## src/design/wma_pkg.sv

```systemverilog
// Package for the weighted moments accumulator.
// Holds field widths, item kind and status codes and fixed point limits.
// No dependencies.
package wma_pkg;
	localparam int SAMPLE_BITS = 16;
	localparam int WEIGHT_BITS = 16;
	localparam int FRAC_BITS   = 8;
	localparam int TOTAL_BITS  = 48;
	localparam int ACC_BITS    = 64;
	localparam int DIVA_BITS   = 128;
	localparam int MEAN_BITS   = 24;
	localparam int VAR_BITS    = 40;
	localparam int ROOT_BITS   = 24;

	localparam logic [1:0] K_CLEAR  = 2'd0;
	localparam logic [1:0] K_SAMPLE = 2'd1;
	localparam logic [1:0] K_REPORT = 2'd2;

	localparam logic [1:0] ST_OK    = 2'd0;
	localparam logic [1:0] ST_EMPTY = 2'd1;
	localparam logic [1:0] ST_ONE   = 2'd2;
	localparam logic [1:0] ST_SAT   = 2'd3;
endpackage

```

## src/design/wma_div.sv

```systemverilog
// Iterative restoring divider, one quotient bit per cycle.
// 128-bit dividend by 64-bit divisor; uses wma_pkg.
module wma_div import wma_pkg::*; (
	input  logic                 clk,
	input  logic                 arst_n,
	input  logic                 start,
	input  logic [DIVA_BITS-1:0] dividend,
	input  logic [ACC_BITS-1:0]  divisor,
	output logic                 done,
	output logic [DIVA_BITS-1:0] quotient
);
	logic [DIVA_BITS-1:0] a_q;
	logic [DIVA_BITS-1:0] q_q;
	logic [ACC_BITS-1:0]  d_q;
	logic [ACC_BITS-1:0]  rem_q;
	logic [7:0]           cnt_q;
	logic                 busy_q;
	logic                 done_q;
	logic [ACC_BITS-1:0]  r;
	logic                 take;

	assign r    = {rem_q[ACC_BITS-2:0], a_q[DIVA_BITS-1]};
	assign take = rem_q[ACC_BITS-1] || (r >= d_q);

	always_ff @(posedge clk or negedge arst_n) begin
		if (!arst_n) begin
			busy_q <= 1'b0;
			done_q <= 1'b0;
			cnt_q  <= '0;
		end else begin
			done_q <= 1'b0;
			if (start) begin
				busy_q <= 1'b1;
				cnt_q  <= '0;
				a_q    <= dividend;
				d_q    <= divisor;
				rem_q  <= '0;
				q_q    <= '0;
			end else if (busy_q) begin
				rem_q <= take ? (r - d_q) : r;
				q_q   <= {q_q[DIVA_BITS-2:0], take};
				a_q   <= {a_q[DIVA_BITS-2:0], 1'b0};
				cnt_q <= cnt_q + 8'd1;
				if (cnt_q == 8'(DIVA_BITS - 1)) begin
					busy_q <= 1'b0;
					done_q <= 1'b1;
				end
			end
		end
	end

	assign done     = done_q;
	assign quotient = q_q;
endmodule

```

## config.mk

```make
export PLATFORM = sky130hd
export DESIGN_NAME = wma_div
export DESIGN_NICKNAME = d
export VERILOG_FILES = /design/src/design/wma_pkg.sv /design/src/design/wma_div.sv
export SDC_FILE = /design/constraint.sdc
export NUM_CORES = 1
export LEC_CHECK = 0
export BUFFER_PORTS_ARGS = -buffer_cell sky130_fd_sc_hd__buf_4
export CAP_MARGIN = 40
export CORE_MARGIN = 2
export CORE_UTILIZATION = 60
export CTS_CLUSTER_SIZE = 25
export DETAILED_ROUTE_END_ITERATION = 7
export PLACE_DENSITY = 0.84
export SETUP_SLACK_MARGIN = 0.05
export SLEW_MARGIN = 20
export SYNTH_ARGS = -nofsm -noshare
export SYNTH_HDL_FRONTEND = slang
export SYNTH_SLANG_ARGS = --single-unit
export TNS_END_PERCENT = 30
```

## constraint.sdc

```tcl
create_clock -name clk -period 13.1 [get_ports clk]
set_clock_uncertainty 0.05 [all_clocks]
set_input_delay 0.655 -clock clk [delete_from_list [all_inputs] [get_ports clk]]
set_output_delay 0.655 -clock clk [all_outputs]
set_load 0.02 [all_outputs]
```

==> qor.yml <==
design_area_um2: 25700
synth_xor_area_share_pct: 1.69
hold_viol: 0
ctsHoldBuffers: 1
grt_util_met2_pct: 45.0
worstPathMaxFanout: 42
synth-edff-count: 384
timing.fmax_mhz: 224
fillers: 2362
power_switching_mw: 1.06
post_cts_resized: 0
vias_per_cell: 5.98
start_util_pct: 60.5
synth_top_area_share_pct: 54.1
p_seq_share_pct: 42.7
die_h_um: 192
first_global_vias: 15400
grt_pass1_wl_mm: 82.0
grt_max_degree: 97
cts_made_buffers: 42
synth.most_common_cell: "edfxtp_1"
clock_power_share_pct: 35.3
die-area_um2: 37000
power_mw: 3.68
finalSetupTns_ps: 0
synth-async-reset-ratio_pct: 2.54
ys_types: 69
syn_inst: 1856
track_usage_pct: 28.2
critPathLaunchType: "register"
synthMuxAreaShare_pct: 13.1
synth-simple-area-share_pct: 11.2
synth_top_area_cell: "edfxtp_1"
detail_route.wl_per_cell_um: 20.0
drv_cap: 0
ys_top_cells_by_area: "edfxtp_1, mux2_2, mux2i_1"
root_buffer: "clkbuf_16"
ios: 324
avgSynthCellArea_um2: 11.5
place_hpwl_mm: 36.3
p_int_mw: 2.63
post_cts_buffers: 0
rows: 69
relSlewSlack_pct: 43.7
syn_area_um2: 21300
ys_seq_area_share_pct: 55.3
cts_tree: "done"
setup_viol: 0
io_buffers: 323
p_sw_share_pct: 28.7
status: "completed"
coreArea_um2: 35200
grtUsageMet1_pct: 37.2
synth-seq-cells: 394
end_kind: "register"
drt_iter0_drc: 1375
hold_class: "in -> reg"
p_leak_nw: 11.1
postRouteAntennaNets: 0
clk_pin_slew_ps: 70
synth_top_family_by_area: "multiplexers"
fp.dieW_um: 192
period_share_pct: 34.1
worstSetupPathType: "reg -> reg"
worst_pin_slew_ps: 841
ys_top_cells_by_count: "edfxtp_1, nor2_1, nand2_1, mux2i_1, mux2_2"
clock_path_buffers: 3
grt_overflow_total: 0
slew_violations: 0
drt_pass1_iterations: 6
cp_data_required_time_ps: 13450
placed_area_um2: 24100
r2r_slack_ps: 8630
drive_gt1_share_pct: 25.5
synth_ff_type: "edfxtp_1"
post-route-min-period_ps: 4470
synth_warnings: 0
totalWireLength_mm: 52.8
vdd_drop_max_mv: 0.139
final_nets: 2401
cts.sinks: 394
arrival_ps: 4820
grt_use_met3_pct: 7.06
yosys.area_share.adder_pct: 3.91
insertion_delay_ps: 580
power.density_nw_per_um2: 143
vias: 15800
cts.htree.levels: 2
combPwrFrac_pct: 21.9
drc_errors: 0
place.gp.congestion: 0.973
syn2layout_area_growth_pct: 20.6
rsz0062_at_grt: "no"
synth_compound_area_share_pct: 11.3
antenna_found_initial: 2
synth.net_count: 2117
grt-busiest-layer: "met2"
## registers in the layout (all words and copies together), names as in the netlist
| register | count |
|---|---|
| a_q | 128 |
| busy_q | 1 |
| cnt_q | 8 |
| d_q | 64 |
| done | 1 |
| quotient | 128 |
| rem_q | 64 |
## through the flow
step           worst slack (ps)  std cells  hold WS (ps)  util [%]
2_1_floorplan              5510       1856           309         -
3_3_place_gp               8860       2547           477      68.1
3_5_place_dp               8720       2553           484      68.5
4_1_cts                    8690       2631           165      72.8
5_1_grt                    8430       2636           177      73.0
6_report                   8630       2636           196      73.0
## worst max-delay path, cell delays in order (launching register included)
cell      delay (ps)
edfxtp_1         430
ha_1             400
a21oi_1          300
o21ai_0          170
or2_2            310
or4_4            460
a21o_1           220
o211ai_1         700
nand2_2          390
buf_4            410
mux2i_1          170
o32ai_1          270
## cell type report
class	count	area, µm²	share of cell area, %
well taps	461	577	2.24
clock buffers	46	1070	4.15
flip-flops and latches	394	11800	45.9
clock inverters	31	443	1.72
multi-input cells	1274	8780	34.2
diodes	2	5.00	0.0195
inverters	83	312	1.21
repair buffers	345	2730	10.6
## kinds of logic (layout without fill, tap and decap cells)
group	count (synthesis)	count (layout)
adder cells (fa/ha/maj)	66	66
XOR/XNOR	41	41
AND/OR/NAND/NOR	541	541
multiplexers	262	262
flip-flops	394	394
buffers and inverters	188	505
AO/OA/AOI/OAI	364	364
other	0	2
## layer usage
layer / part of all wire (%) / up-vias
met2: 47 / 580
met4: 3.4 / 0
met1: 41 / 7614
met5: 0 / -
met3: 7.8 / 104
li1: - / 7477
## final timing paths
check	startpoint	to	cells past startpoint
min	divisor[50]	d_q[50]	1
min in group asynchronous	arst_n	cnt_q[4]	2
min reg2reg	a_q[100]	a_q[101]	1
max in group asynchronous	arst_n	busy_q	3
max	rem_q[14]	rem_q[61]	11
max reg2reg	rem_q[14]	rem_q[61]	11
## layout by cell type, fill, tap and decap left out, drive strengths merged, types with 5 or more instances in the layout
cell,Yosys,final
a211oi,20,20
a21boi,6,6
a21o,29,29
a21oi,105,105
a2bb2oi,11,11
a311oi,44,44
a31oi,7,7
and2,7,7
and3,6,6
and4,6,6
buf,31,343
bufinv,0,9
clkbuf,74,47
clkinv,1,19
dfrtp,10,10
edfxtp,384,384
ha,65,65
inv,82,83
mux2,128,128
mux2i,134,134
nand2,165,165
nand2b,6,6
nand3,24,24
nand3b,5,5
nand4,24,24
nor2,235,235
nor2b,8,8
nor3,19,19
nor4,7,7
o211ai,13,13
o21a,8,8
o21ai,72,72
o21bai,13,13
or3,17,17
xnor2,19,19
xor2,22,22
## power by group through the flow
stage          registers [mW]  clock network, mW  logic (mW)
6_report                 1.57               1.30       0.808
5_1_grt                  1.59               1.36       0.887
4_1_cts                  1.57               1.32       0.796
3_5_place_dp             1.60                  0       0.789
3_3_place_gp             1.59                  0       0.768
2_1_floorplan            1.61                  0       0.532
No activity file was read; power rests on OpenSTA's default activity.
